**src/rtl/core/mccd_pkg.sv**
```systemverilog
// ----------------------------------------------------------------------------
// mccd_pkg
// shared types and constants of the meter clock calibrated drive core
// ----------------------------------------------------------------------------
package mccd_pkg;

   localparam int MAX_POINTS_DEFAULT = 8;
   localparam int DRIVE_BITS_DEFAULT = 10;

   localparam int POS_BITS       = 17;
   localparam int HOURS_BITS     = 5;
   localparam int MINUTES_BITS   = 6;
   localparam int SECONDS_BITS   = 6;
   localparam int CHANNEL_BITS   = 2;
   localparam int CAL_INDEX_BITS = 3;
   localparam int PCNT_BITS      = 4;
   localparam int NUM_CHANNELS   = 3;

   localparam int HOURS_MAX    = 24;
   localparam int MINSEC_MAX   = 60;
   localparam int SEC_PER_HOUR = 3600;
   localparam int SEC_PER_MIN  = 60;

   localparam int CSR_INDEX_BITS = 4;
   localparam int CSR_DATA_BITS  = 4;

   localparam logic [CSR_INDEX_BITS-1:0] REG_DISCRETE_MODE = 4'd0;
   localparam logic [CSR_INDEX_BITS-1:0] REG_HOUR_POINTS   = 4'd1;
   localparam logic [CSR_INDEX_BITS-1:0] REG_MINUTE_POINTS = 4'd2;
   localparam logic [CSR_INDEX_BITS-1:0] REG_SECOND_POINTS = 4'd3;

   localparam logic [CHANNEL_BITS-1:0] CH_HOUR   = 2'd0;
   localparam logic [CHANNEL_BITS-1:0] CH_MINUTE = 2'd1;
   localparam logic [CHANNEL_BITS-1:0] CH_SECOND = 2'd2;

   localparam logic OP_SET_TIME   = 1'b0;
   localparam logic OP_LOAD_POINT = 1'b1;

   localparam logic STATUS_OK    = 1'b0;
   localparam logic STATUS_RANGE = 1'b1;

   typedef enum logic [3:0] {
      ST_IDLE,
      ST_ISSUE,
      ST_FIRST,
      ST_SCAN,
      ST_MUL,
      ST_DIV_GO,
      ST_DIV_WAIT,
      ST_STORE,
      ST_RESP
   } state_type;

endpackage

```
**src/rtl/core/mccd_ram.sv**
```systemverilog
// ----------------------------------------------------------------------------
// mccd_ram
// generic single write port ram with one registered read port
// ----------------------------------------------------------------------------
module mccd_ram #(
   parameter int WIDTH = 27,
   parameter int DEPTH = 24
) (
   input  logic                     clock,
   input  logic                     wr_en,
   input  logic [$clog2(DEPTH)-1:0] wr_addr,
   input  logic [WIDTH-1:0]         wr_data,
   input  logic [$clog2(DEPTH)-1:0] rd_addr,
   output logic [WIDTH-1:0]         rd_data
);

   logic [WIDTH-1:0] mem_ff [DEPTH];
   logic [WIDTH-1:0] rd_data_ff;

   always_ff @(posedge clock) begin
      if (wr_en) begin
         mem_ff[wr_addr] <= wr_data;
      end
      rd_data_ff <= mem_ff[rd_addr];
   end

   assign rd_data = rd_data_ff;

endmodule

```
**src/rtl/core/mccd_divider.sv**
```systemverilog
// ----------------------------------------------------------------------------
// mccd_divider
// unsigned restoring divider, two quotient bits per cycle
// ----------------------------------------------------------------------------
module mccd_divider #(
   parameter int NUM_W = 27,
   parameter int DEN_W = 17
) (
   input  logic             clock,
   input  logic             reset,
   input  logic             start,
   input  logic [NUM_W-1:0] numer,
   input  logic [DEN_W-1:0] denom,
   output logic             done,
   output logic [NUM_W-1:0] quot
);

   localparam int STEPS = (NUM_W + 1) / 2;
   localparam int PAD_W = 2 * STEPS;
   localparam int CNT_W = $clog2(STEPS + 1);

   logic [DEN_W:0]   rem_ff, rem_in;
   logic [PAD_W-1:0] quo_ff, quo_in;
   logic [DEN_W-1:0] den_ff, den_in;
   logic [CNT_W-1:0] cnt_ff, cnt_in;
   logic             run_ff, run_in;
   logic             done_ff, done_in;
   logic [DEN_W:0]   rem_step;
   logic [PAD_W-1:0] quo_step;

   always_comb begin
      rem_step = rem_ff;
      quo_step = quo_ff;
      for (int k = 0; k < 2; k++) begin
         rem_step = {rem_step[DEN_W-1:0], quo_step[PAD_W-1]};
         quo_step = {quo_step[PAD_W-2:0], 1'b0};
         if (rem_step >= {1'b0, den_ff}) begin
            rem_step    = rem_step - {1'b0, den_ff};
            quo_step[0] = 1'b1;
         end
      end
   end

   always_comb begin
      rem_in  = rem_ff;
      quo_in  = quo_ff;
      den_in  = den_ff;
      cnt_in  = cnt_ff;
      run_in  = run_ff;
      done_in = 1'b0;
      if (start) begin
         rem_in = '0;
         quo_in = PAD_W'(numer);
         den_in = denom;
         cnt_in = CNT_W'(STEPS);
         run_in = 1'b1;
      end else if (run_ff) begin
         rem_in = rem_step;
         quo_in = quo_step;
         cnt_in = cnt_ff - CNT_W'(1);
         if (cnt_ff == CNT_W'(1)) begin
            run_in  = 1'b0;
            done_in = 1'b1;
         end
      end
   end

   always_ff @(posedge clock) begin
      if (reset) begin
         run_ff  <= 1'b0;
         done_ff <= 1'b0;
         cnt_ff  <= '0;
      end else begin
         run_ff  <= run_in;
         done_ff <= done_in;
         cnt_ff  <= cnt_in;
      end
   end

   always_ff @(posedge clock) begin
      rem_ff <= rem_in;
      quo_ff <= quo_in;
      den_ff <= den_in;
   end

   assign done = done_ff;
   assign quot = quo_ff[NUM_W-1:0];

endmodule

```
**src/rtl/core/meter_clock_calibrated_drive_core.sv**
```systemverilog
// ----------------------------------------------------------------------------
// meter_clock_calibrated_drive_core
// time of day to calibrated drive values for hour, minute and second meters
// ----------------------------------------------------------------------------
// A calibration point load or an out-of-range time gives its response strobe in
// the cycle after the transfer. A valid time walks the hour, minute and second
// tables one after another through the single read port of the calibration
// ram, one point per cycle, and, when the time lies between two points, runs
// one interpolation division on a shared divider that yields two quotient
// bits per cycle. busy stays high until the response strobe has been shown,
// and rsp_valid lasts one cycle and is not held for the receiver.
// ----------------------------------------------------------------------------
module meter_clock_calibrated_drive_core
   import mccd_pkg::*;
#(
   parameter int MAX_POINTS = MAX_POINTS_DEFAULT,
   parameter int DRIVE_BITS = DRIVE_BITS_DEFAULT
) (
   input  logic                      clock,
   input  logic                      reset,
   input  logic                      start,
   output logic                      busy,
   input  logic                      req_operation,
   input  logic [HOURS_BITS-1:0]     req_hours,
   input  logic [MINUTES_BITS-1:0]   req_minutes,
   input  logic [SECONDS_BITS-1:0]   req_seconds,
   input  logic [CHANNEL_BITS-1:0]   req_cal_channel,
   input  logic [CAL_INDEX_BITS-1:0] req_cal_index,
   input  logic [POS_BITS-1:0]       req_cal_position,
   input  logic [DRIVE_BITS-1:0]     req_cal_drive,
   output logic                      rsp_valid,
   output logic                      rsp_status,
   output logic [DRIVE_BITS-1:0]     rsp_hour_drive,
   output logic [DRIVE_BITS-1:0]     rsp_minute_drive,
   output logic [DRIVE_BITS-1:0]     rsp_second_drive,
   input  logic                      csr_valid,
   output logic                      csr_ready,
   input  logic [CSR_INDEX_BITS-1:0] csr_index,
   input  logic [CSR_DATA_BITS-1:0]  csr_wdata
);

   localparam int DEPTH   = NUM_CHANNELS * MAX_POINTS;
   localparam int ADDR_W  = $clog2(DEPTH);
   localparam int IDX_W   = $clog2(MAX_POINTS);
   localparam int CNT_W   = IDX_W + 1;
   localparam int CMP_W   = (CNT_W > PCNT_BITS) ? CNT_W : PCNT_BITS;
   localparam int WIDE_W  = (CMP_W > CAL_INDEX_BITS) ? CMP_W : CAL_INDEX_BITS;
   localparam int ENTRY_W = POS_BITS + DRIVE_BITS;
   localparam int MAG_W   = POS_BITS + DRIVE_BITS;
   localparam int WADDR_W = ADDR_W + CHANNEL_BITS + CAL_INDEX_BITS;

   state_type state_ff, state_in;

   logic                   discrete_ff, discrete_in;
   logic [PCNT_BITS-1:0]   pts_ff [NUM_CHANNELS];
   logic [PCNT_BITS-1:0]   pts_in [NUM_CHANNELS];
   logic [DRIVE_BITS-1:0]  last_ff [NUM_CHANNELS];
   logic [DRIVE_BITS-1:0]  last_in [NUM_CHANNELS];
   logic [POS_BITS-1:0]    xpos_ff [NUM_CHANNELS];
   logic [POS_BITS-1:0]    xpos_in [NUM_CHANNELS];
   logic [CHANNEL_BITS-1:0] ch_ff, ch_in;
   logic [IDX_W-1:0]       idx_ff, idx_in;
   logic                   status_ff, status_in;
   logic [POS_BITS-1:0]    prev_pos_ff, prev_pos_in;
   logic [DRIVE_BITS-1:0]  prev_drv_ff, prev_drv_in;
   logic [POS_BITS-1:0]    span_ff, span_in;
   logic [POS_BITS-1:0]    dx_ff, dx_in;
   logic [DRIVE_BITS-1:0]  dd_mag_ff, dd_mag_in;
   logic                   neg_ff, neg_in;
   logic [MAG_W-1:0]       prod_ff, prod_in;
   logic [DRIVE_BITS-1:0]  res_ff, res_in;

   logic                   accept;
   logic                   range_err;
   logic [POS_BITS-1:0]    h_sec, m_sec, s_sec;
   logic [POS_BITS-1:0]    x_cur;
   logic [CNT_W-1:0]       n_eff;
   logic [CNT_W-1:0]       idx_next;
   logic                   more;
   logic [ADDR_W-1:0]      base;
   logic [CNT_W-1:0]       rd_off;
   logic [ADDR_W-1:0]      rd_addr;
   logic [ENTRY_W-1:0]     rd_data;
   logic [POS_BITS-1:0]    rd_pos;
   logic [DRIVE_BITS-1:0]  rd_drv;
   logic                   wr_en;
   logic [WADDR_W-1:0]     wr_addr_wide;
   logic                   div_start;
   logic                   div_done;
   logic [MAG_W-1:0]       div_quot;
   logic [DRIVE_BITS-1:0]  quot_lo;

   // request decode
   assign accept    = start && !busy;
   assign range_err = (req_hours > HOURS_BITS'(HOURS_MAX))
                   || (req_minutes > MINUTES_BITS'(MINSEC_MAX))
                   || (req_seconds > SECONDS_BITS'(MINSEC_MAX));
   assign h_sec = POS_BITS'(req_hours) * POS_BITS'(SEC_PER_HOUR);
   assign m_sec = POS_BITS'(req_minutes) * POS_BITS'(SEC_PER_MIN);
   assign s_sec = POS_BITS'(req_seconds);

   // current table
   assign x_cur    = xpos_ff[ch_ff];
   assign n_eff    = (CMP_W'(pts_ff[ch_ff]) > CMP_W'(MAX_POINTS))
                   ? CNT_W'(MAX_POINTS) : CNT_W'(pts_ff[ch_ff]);
   assign idx_next = CNT_W'(idx_ff) + CNT_W'(1);
   assign more     = idx_next < n_eff;
   assign base     = ADDR_W'(ch_ff) * ADDR_W'(MAX_POINTS);
   assign rd_pos   = rd_data[ENTRY_W-1 -: POS_BITS];
   assign rd_drv   = rd_data[DRIVE_BITS-1:0];
   assign quot_lo  = div_quot[DRIVE_BITS-1:0];

   assign wr_addr_wide = WADDR_W'(req_cal_channel) * WADDR_W'(MAX_POINTS)
                       + WADDR_W'(req_cal_index);

   mccd_ram #(
      .WIDTH (ENTRY_W),
      .DEPTH (DEPTH)
   ) u_cal_ram (
      .clock   (clock),
      .wr_en   (wr_en),
      .wr_addr (wr_addr_wide[ADDR_W-1:0]),
      .wr_data ({req_cal_position, req_cal_drive}),
      .rd_addr (rd_addr),
      .rd_data (rd_data)
   );

   mccd_divider #(
      .NUM_W (MAG_W),
      .DEN_W (POS_BITS)
   ) u_div (
      .clock (clock),
      .reset (reset),
      .start (div_start),
      .numer (prod_ff),
      .denom (span_ff),
      .done  (div_done),
      .quot  (div_quot)
   );

   // next state
   always_comb begin
      state_in = state_ff;
      case (state_ff)
         ST_IDLE: begin
            if (accept) begin
               if (req_operation == OP_LOAD_POINT || range_err) begin
                  state_in = ST_RESP;
               end else begin
                  state_in = ST_ISSUE;
               end
            end
         end
         ST_ISSUE: state_in = ST_FIRST;
         ST_FIRST: begin
            if (n_eff < CNT_W'(2) || x_cur <= rd_pos) begin
               state_in = ST_STORE;
            end else begin
               state_in = ST_SCAN;
            end
         end
         ST_SCAN: begin
            if (x_cur <= rd_pos) begin
               state_in = ST_MUL;
            end else if (!more) begin
               state_in = ST_STORE;
            end
         end
         ST_MUL:    state_in = ST_DIV_GO;
         ST_DIV_GO: state_in = ST_DIV_WAIT;
         ST_DIV_WAIT: begin
            if (div_done) begin
               state_in = ST_STORE;
            end
         end
         ST_STORE: begin
            if (ch_ff == CH_SECOND) begin
               state_in = ST_RESP;
            end else begin
               state_in = ST_ISSUE;
            end
         end
         ST_RESP: state_in = ST_IDLE;
         default: state_in = ST_IDLE;
      endcase
   end

   // outputs
   always_comb begin
      rd_off    = '0;
      div_start = 1'b0;
      case (state_ff)
         ST_FIRST:  rd_off = CNT_W'(1);
         ST_SCAN:   rd_off = more ? idx_next : '0;
         ST_DIV_GO: div_start = 1'b1;
         default: begin
            rd_off    = '0;
            div_start = 1'b0;
         end
      endcase
   end

   assign rd_addr   = base + ADDR_W'(rd_off);
   assign wr_en     = accept && (req_operation == OP_LOAD_POINT)
                   && (req_cal_channel <= CH_SECOND)
                   && (WIDE_W'(req_cal_index) < WIDE_W'(MAX_POINTS));
   assign busy      = (state_ff != ST_IDLE);
   assign rsp_valid = (state_ff == ST_RESP);
   assign rsp_status       = status_ff;
   assign rsp_hour_drive   = last_ff[CH_HOUR];
   assign rsp_minute_drive = last_ff[CH_MINUTE];
   assign rsp_second_drive = last_ff[CH_SECOND];
   assign csr_ready = 1'b1;

   // config registers
   always_comb begin
      discrete_in = discrete_ff;
      pts_in      = pts_ff;
      if (csr_valid && csr_ready) begin
         case (csr_index)
            REG_DISCRETE_MODE: discrete_in       = csr_wdata[0];
            REG_HOUR_POINTS:   pts_in[CH_HOUR]   = csr_wdata;
            REG_MINUTE_POINTS: pts_in[CH_MINUTE] = csr_wdata;
            REG_SECOND_POINTS: pts_in[CH_SECOND] = csr_wdata;
            default: ;
         endcase
      end
   end

   // datapath
   always_comb begin
      xpos_in     = xpos_ff;
      last_in     = last_ff;
      ch_in       = ch_ff;
      idx_in      = idx_ff;
      status_in   = status_ff;
      prev_pos_in = prev_pos_ff;
      prev_drv_in = prev_drv_ff;
      span_in     = span_ff;
      dx_in       = dx_ff;
      dd_mag_in   = dd_mag_ff;
      neg_in      = neg_ff;
      prod_in     = prod_ff;
      res_in      = res_ff;
      case (state_ff)
         ST_IDLE: begin
            if (accept) begin
               ch_in     = CH_HOUR;
               status_in = (req_operation == OP_SET_TIME && range_err)
                         ? STATUS_RANGE : STATUS_OK;
               if (discrete_ff) begin
                  xpos_in[CH_HOUR]   = h_sec;
                  xpos_in[CH_MINUTE] = m_sec;
               end else begin
                  xpos_in[CH_HOUR]   = h_sec + m_sec + s_sec;
                  xpos_in[CH_MINUTE] = m_sec + s_sec;
               end
               xpos_in[CH_SECOND] = s_sec;
            end
         end
         ST_FIRST: begin
            if (n_eff < CNT_W'(2) || x_cur < rd_pos) begin
               res_in = '0;
            end else if (x_cur == rd_pos) begin
               res_in = rd_drv;
            end else begin
               prev_pos_in = rd_pos;
               prev_drv_in = rd_drv;
               idx_in      = IDX_W'(1);
            end
         end
         ST_SCAN: begin
            if (x_cur <= rd_pos) begin
               dx_in     = x_cur - prev_pos_ff;
               span_in   = rd_pos - prev_pos_ff;
               neg_in    = rd_drv < prev_drv_ff;
               dd_mag_in = (rd_drv < prev_drv_ff) ? prev_drv_ff - rd_drv
                                                  : rd_drv - prev_drv_ff;
            end else if (more) begin
               prev_pos_in = rd_pos;
               prev_drv_in = rd_drv;
               idx_in      = idx_next[IDX_W-1:0];
            end else begin
               res_in = rd_drv;
            end
         end
         ST_MUL: prod_in = MAG_W'(dx_ff) * MAG_W'(dd_mag_ff);
         ST_DIV_WAIT: begin
            if (div_done) begin
               res_in = neg_ff ? prev_drv_ff - quot_lo : prev_drv_ff + quot_lo;
            end
         end
         ST_STORE: begin
            last_in[ch_ff] = res_ff;
            if (ch_ff != CH_SECOND) begin
               ch_in = ch_ff + CHANNEL_BITS'(1);
            end
         end
         default: ;
      endcase
   end

   always_ff @(posedge clock) begin
      if (reset) begin
         state_ff    <= ST_IDLE;
         discrete_ff <= 1'b0;
         ch_ff       <= CH_HOUR;
         idx_ff      <= '0;
         status_ff   <= STATUS_OK;
         for (int c = 0; c < NUM_CHANNELS; c++) begin
            pts_ff[c]  <= '0;
            last_ff[c] <= '0;
         end
      end else begin
         state_ff    <= state_in;
         discrete_ff <= discrete_in;
         ch_ff       <= ch_in;
         idx_ff      <= idx_in;
         status_ff   <= status_in;
         pts_ff      <= pts_in;
         last_ff     <= last_in;
      end
   end

   always_ff @(posedge clock) begin
      xpos_ff     <= xpos_in;
      prev_pos_ff <= prev_pos_in;
      prev_drv_ff <= prev_drv_in;
      span_ff     <= span_in;
      dx_ff       <= dx_in;
      dd_mag_ff   <= dd_mag_in;
      neg_ff      <= neg_in;
      prod_ff     <= prod_in;
      res_ff      <= res_in;
   end

endmodule

```
**config.mk**
```make
export PLATFORM = sky130hd
export DESIGN_NAME = meter_clock_calibrated_drive_core
export DESIGN_NICKNAME = d
export VERILOG_FILES = /design/src/rtl/core/mccd_pkg.sv /design/src/rtl/core/mccd_ram.sv /design/src/rtl/core/mccd_divider.sv /design/src/rtl/core/meter_clock_calibrated_drive_core.sv
export SDC_FILE = /design/constraint.sdc
export NUM_CORES = 2
export LEC_CHECK = 0
export CAP_MARGIN = 10
export CORE_ASPECT_RATIO = 1.25
export CORE_MARGIN = 3
export CORE_UTILIZATION = 54
export CTS_BUF_LIST = sky130_fd_sc_hd__clkbuf_2 sky130_fd_sc_hd__clkbuf_4 sky130_fd_sc_hd__clkbuf_8
export DETAILED_ROUTE_END_ITERATION = 10
export DONT_BUFFER_PORTS = 1
export HOLD_SLACK_MARGIN = 0.06
export PLACE_DENSITY = 0.65
export SLEW_MARGIN = 20
export SYNTH_ARGS = -nofsm -noshare
export SYNTH_HDL_FRONTEND = slang
export SYNTH_SLANG_ARGS = --single-unit
```
**constraint.sdc**
```tcl
create_clock -name clock -period 17.6 [get_ports clock]
set_input_delay 1.76 -clock clock [delete_from_list [all_inputs] [get_ports clock]]
set_output_delay 1.76 -clock clock [all_outputs]
set_load 0.02 [all_outputs]
```
# Yosys cells after proc, flatten, opt, wreduce, memory -nomap -nowiden
# Memory sizes are Yosys's and may differ from the RTL's. A register that Yosys moved wholly into a read port is not among the register bits.
# Index checks and enable logic that the tools add are counted.
[word_totals] reg_bits=270 mem_bits_rw=648 in_bits=62 out_inout_bits=34 mem_count=1
[memory_table] name="u_cal_ram.mem_ff" depth=24 word_bits=27 read_ports=1 rd_clocked_by_memory_dff=1 write_ports=1 line="mccd_ram.sv:17" text="logic [WIDTH-1:0] mem_ff [DEPTH];"
[op_classes] addsub=16 multipliers=3 n_lt_le_gt_ge=14 eq_ne=25 muxes=63 bitwise_logic=3 reduce_logical=30
[ops] operator="$mux 17" n=8
[ops] operator="$mux 10" n=12
[ops] operator="$sub 17x17->17" n=4
[ops] operator="$mux 27" n=2
[ops] operator="$mux 4" n=12
[ops] operator="$ge 18x17->1" n=2
[ops] operator="$bmux 17 s2" n=1
[ops] operator="$mux 34" n=1
[ops] operator="$pmux 17 s2" n=1
[ops] operator="$pmux 4 s8" n=1
[ops] operator="$bwmux 30" n=1
[ops] operator="$pmux 10 s3" n=1
[ops] operator="$sub 10x10->10" n=3
[ops] operator="$mul 17x10->27" n=1
[ops] operator="$demux 10 s2" n=1
[ops] operator="$pmux 10 s2" n=1
[ops] operator="$add 17x12->17" n=1
[ops] operator="$add 17x6->17" n=1
[ops] operator="$eq 17x17->1" n=1
[ops] operator="$le 17x17->1" n=1
[ops] operator="$lt 17x17->1" n=1
[ops] operator="$eq 4x2->1 const B" n=4
[ops] operator="$eq 4x3->1 const B" n=4
[ops] operator="$ne 2x2->1 const B" n=8
[ops] operator="other kinds (44)" n=81

# Logic depth before layout (Yosys ltp)
[logic_depth] ltp_word=10 mapped_depth=24 mapped_depth_nobuf=21

# Cells and area by module
# A second synthesis with hierarchy kept.
[unflattened] cells_unflattened=3650 hier_area_um2=48186.2
[by_module_without_submodules] module="mccd_ram" instances=1 cells_each=1313 area_per_inst_um2=25643.3 seq_area_each_um2=19999.2
[by_module_without_submodules] module="meter_clock_calibrated_drive_core" instances=1 cells_each=1846 area_per_inst_um2=17765.8 seq_area_each_um2=5355.1
[by_module_without_submodules] module="mccd_divider" instances=1 cells_each=491 area_per_inst_um2=4777.1 seq_area_each_um2=1801.7

# Worst setup path before layout
# OpenSTA, ideal clock, no wires.
[synth_path] path_type="register to register" from="reg ch_ff[0]" to="reg idx_ff[2]" setup_ns=0.102 arrival_ns=6.368 required_ns=17.498 path_slack_ns=11.130 path_stages_with_launch=12 path_buffers=2 synth_period_minus_slack_ns=6.470 cell_sequence="dfxtp_1 buf_4 buf_1 mux2i_1 o21ai_0 ha_1 o21a_1 a221oi_1 o221ai_1 a21oi_1 nor2_1 a311oi_1"
[synth_between] elab_chain_cells=10
[synth_rtl] element="start, declared" line="meter_clock_calibrated_drive_core.sv:61" text="logic [CHANNEL_BITS-1:0] ch_ff, ch_in;"
[synth_rtl] element="start signal, assigned" line="meter_clock_calibrated_drive_core.sv:317" text="ch_ff <= ch_in;"
[synth_rtl] element="$not 2->3 (implied by the code) (*)" line="meter_clock_calibrated_drive_core.sv:103, meter_clock_calibrated_drive_core.sv:104, meter_clock_calibrated_drive_core.sv:105"
[synth_rtl] element="$bmux 4 s2" line="meter_clock_calibrated_drive_core.sv:104, meter_clock_calibrated_drive_core.sv:105"
[synth_rtl] element="$mux 4 (implied by the code) (2 in series)" line="meter_clock_calibrated_drive_core.sv:104, meter_clock_calibrated_drive_core.sv:105"
[synth_rtl] element="$gt 4x4->1" line="meter_clock_calibrated_drive_core.sv:104" text="assign n_eff = (CMP_W'(pts_ff[ch_ff]) > CMP_W'(MAX_POINTS))"
[synth_rtl] element="$mux 4" line="meter_clock_calibrated_drive_core.sv:105" text="? CNT_W'(MAX_POINTS) : CNT_W'(pts_ff[ch_ff]);"
[synth_rtl] element="$lt 4x2->1" line="meter_clock_calibrated_drive_core.sv:262" text="if (n_eff < CNT_W'(2) || x_cur < rd_pos) begin"
[synth_rtl] element="$logic_or 1x1->1" line="meter_clock_calibrated_drive_core.sv:262"
[synth_rtl] element="$ne 2x2->1 (no line)"
[synth_rtl] element="$reduce_and 5->1 (no line) (*)"
[synth_rtl] element="end signal, assigned" line="meter_clock_calibrated_drive_core.sv:318" text="idx_ff <= idx_in;"
[synth_rtl] element="end, declared" line="meter_clock_calibrated_drive_core.sv:62" text="logic [IDX_W-1:0] idx_ff, idx_in;"
# Mark *: on every way between the ends. The rest lies on a longest branch, timed or not. The select of a mux whose other input is x is not followed.
# A chain may end at the register's enable or synchronous reset.

# Worst setup path in the final report
[layout_path] from="reg dd_mag_ff[1]" to="reg prod_ff[26] (data pin)"
[layout_between] elab_chain_cells=1
[layout_rtl] element="start, declared" line="meter_clock_calibrated_drive_core.sv:68" text="logic [DRIVE_BITS-1:0] dd_mag_ff, dd_mag_in;"
[layout_rtl] element="start signal, assigned" line="meter_clock_calibrated_drive_core.sv:331" text="dd_mag_ff <= dd_mag_in;"
[layout_rtl] element="$mul 17x10->27" line="meter_clock_calibrated_drive_core.sv:287" text="ST_MUL: prod_in = MAG_W'(dx_ff) * MAG_W'(dd_mag_ff);"
[layout_rtl] element="end signal, assigned" line="meter_clock_calibrated_drive_core.sv:333" text="prod_ff <= prod_in;"
[layout_rtl] element="end, declared" line="meter_clock_calibrated_drive_core.sv:70" text="logic [MAG_W-1:0] prod_ff, prod_in;"
# Every way passes these cells.

==> results.yml <==
finish:
  fin_cells: 5170
  synthToLayoutAreaGrowth_pct: 9.844
  layout_common_cells: "edfxtp_1 (835), nand2_1 (610), inv_1 (264), ha_1 (240), clkbuf_8 (163)"
  drive_above_1_share_pct: 10.59
  layout_commonest_cell: "edfxtp_1"
  nets: 4320
critical_path:
  required_ps: 18140
  worst-setup-path-type: "reg -> reg"
  critPathArrivalTime_ps: 6670
  endpoint_kind: "flop"
  startpoint_type: "flop"
  worst_r2r_path_depth: 21
  crit_fanout: 17
synthesis:
  synth_area_leaders: "edfxtp_1 (53%), ha_1 (6.3%), fa_1 (5.9%), nand2_1 (4.8%), dfxtp_1 (4.4%)"
  ys_types: 76
  synth_largest_type_area_fraction_pct: 52.73
  yosysWarnings: 0
  async_flop_share_pct: 0
  ys_seq_area_share_pct: 57.11
  syn_area_sq_um: 47550
  netlist.top_cell.by_area: "edfxtp_1"
  syn-mean-instance-area_sq_um: 12.40
  synth-seq-cells: 939
  syn_inst: 3834
  ys.flop_type: "edfxtp_1"
  synth-edff-count: 835
  synth_nets: 4277
route:
  route.detailed.drc: 0
  drt-initial-drc-count: 2143
  antenna_left: 0
  dr_total_vias: 29560
  first_pass_iters: 5
  finalWirelength_microns: 111900
  wl_per_cell_microns: 21.64
  drt-vias-per-instance: 5.718
timing:
  drv_slew: 0
  setup_viol: 0
  finalSetupTns_ps: 0
  max_slew_margin_pct: 24.12
  timing.final.crit_share_pct: 34.83
  rsz0062_at_grt: "false"
  fmax_ghz: 0.1631
  hold_viol: 0
  layout_min_cycle_time_ps: 6130
  fin_skew_ps: 31.12
  worst_pin_slew_ps: 1132
clocking:
  ctsHoldBuffers: 0
  clock-sinks: 939
  cts_resized: 0
  clock_path_buffers: 3
  cts_tree: "done"
  htreeDepth: 4
  cts-root-buf: "clkbuf_8"
  post_cts_buffers: 0
  clk_latency_ps: 800
  clk_pin_slew_ps: 60
  numCtsBuffers: 149
die:
  die-width_microns: 271.4
  die-height_microns: 337.8
  io_pins: 96
  start_util_pct: 54.53
  rows: 121
  dieArea_sq_um: 91670
  core_area_sq_um: 87200
pwr:
  p_comb_share_pct: 23.9
  finalPower_mw: 5.971
  p_leak_nw: 19.71
  power.internal_mw: 4.242
  power.density_nw_per_um2: 114.3
  p_sw_share_pct: 28.96
  ir_drop_mv: 0.08474
  p_sw_mw: 1.730
  p_seq_share_pct: 43.3
  clock_power_share_pct: 32.8
grt:
  grt.busiest_layer: "met2"
  grt_util_met3_pct: 4.699
  use_met1_pct: 30.34
  grt_max_degree: 130
  grt_pass1_wl_microns: 171400
  grt-ovfl-total: 0
  grt_antenna_before_repair: 5
  grt_use_total_pct: 24.46
  grt_pass1_vias: 29833
  grt_use_met2_pct: 43.40
min_path:
  min_path_type: "reg -> reg"
  whs_path_depth: 0
status:
  outcome: "finished clean"
flow_run:
  maxCapViolCount: 0
place:
  dpl.cell_count: 4891
  place.gp.congestion: 0.8821
  dp_hpwl_microns: 72830
  portBuffers: 0
[metal layers]
metal | vias up | wire length, microns
met5 | - | 40
met4 | 6 | 3040
met3 | 211 | 6793
met2 | 838 | 57170
met1 | 14651 | 44810
li1 | 13854 | -
[through the flow]
stage / instance area [sq um] / hold WS [ps] / utilization, % / worst slack (ps)
finish: 52230 / 417.1 / 59.89 / 11470
global route: 52220 / 419.7 / 59.89 / 11130
CTS: 52140 / 404.8 / 59.79 / 11450
detailed placement: 48960 / 404.5 / 56.14 / 11450
global placement: 48910 / 401.3 / 56.09 / 11550
floorplan: 47550 / 400.3 / - / 11130
[layout make-up]
| class | count | area, sq um |
|---|---|---|
| sequential | 939 | 27160 |
| antenna | 8 | 20.02 |
| timing repair buffer | 54 | 495.5 |
| clock buffer | 213 | 2619 |
| inverter | 265 | 994.7 |
| fill | 7047 | 34970 |
| tap | 1168 | 1461 |
| clock inverter | 55 | 564.3 |
| multi-input combinational | 2468 | 18920 |
[worst max-delay path: stages (launching register included)]
cell,delay [ps]
edfxtp_1,680
nand2_1,150
fa_1,560
inv_1,50
fa_1,510
inv_1,60
fa_1,520
inv_1,40
fa_1,470
inv_1,50
fa_1,470
inv_1,40
ha_1,210
nor3_1,180
o21ai_0,110
a31oi_1,350
a211oi_1,200
nor4_1,360
nor3_1,140
a2111oi_2,440
a21oi_1,140
xnor2_1,150
[power by group through the flow]
stage / registers [mW] / clock network (mW) / logic, mW
after floorplan: 2.61 / 0 / 1.14
after global placement: 2.63 / 0 / 1.42
after detailed placement: 2.63 / 0 / 1.43
after CTS: 2.59 / 2.00 / 1.43
after global routing: 2.59 / 2.09 / 1.61
final: 2.59 / 1.96 / 1.43
[Yosys cell counts (22+ instances only)]
master,count
inv_1,264
xnor2_1,98
a21o_1,48
a31oi_1,48
nand3_1,152
nand2_1,612
nor2_1,165
edfxtp_1,835
a211oi_1,29
o21a_1,22
o211ai_1,29
o21ai_0,111
and2_1,103
nand4_1,23
a32oi_1,27
dfxtp_1,104
mux4_2,59
fa_1,141
buf_2,27
nor2b_1,23
nand2b_1,26
and3_1,22
nor3_1,31
mux2i_1,127
xor2_1,33
ha_1,240
clkbuf_1,105
a21oi_1,161
[sequential cells by signal, summed over array words and instances, names as in the netlist, 12 cells and up]
name and flops:
u_div.rem_ff 17, u_div.den_ff 17, pts_ff 12, u_div.quo_ff 28, prev_pos_ff 17, u_cal_ram.rd_data 27
xpos_ff 34, dx_ff 17, span_ff 17, u_cal_ram.mem_ff 648, prod_ff 27
[path summary, 6_finish.rpt]
path / endpoint / slack [ps] / startpoint
min: u_div.den_ff[9]$_DFFE_PP_ / 420 / span_ff[9]$_DFFE_PP_
max reg2reg: prod_ff[26]$_DFFE_PP_ / 11470 / dd_mag_ff[1]$_DFFE_PP_
max: prod_ff[26]$_DFFE_PP_ / 11470 / dd_mag_ff[1]$_DFFE_PP_
min reg2reg: u_div.den_ff[9]$_DFFE_PP_ / 420 / span_ff[9]$_DFFE_PP_
[cell families (layout without fill, tap and decap cells)]
kind of cell / after synthesis / after routing / synth area share, %
simple gates: 1193 / 1193 / 11.20
flops: 939 / 939 / 57.11
compound gates: 567 / 567 / 7.642
buf+inv: 427 / 587 / 3.694
fa+ha+maj: 381 / 381 / 12.25
mux: 195 / 195 / 5.681
xor+xnor: 131 / 131 / 2.413
other cells: 1 / 9 / 0.007887
Power figures use the tool's default switching activity.
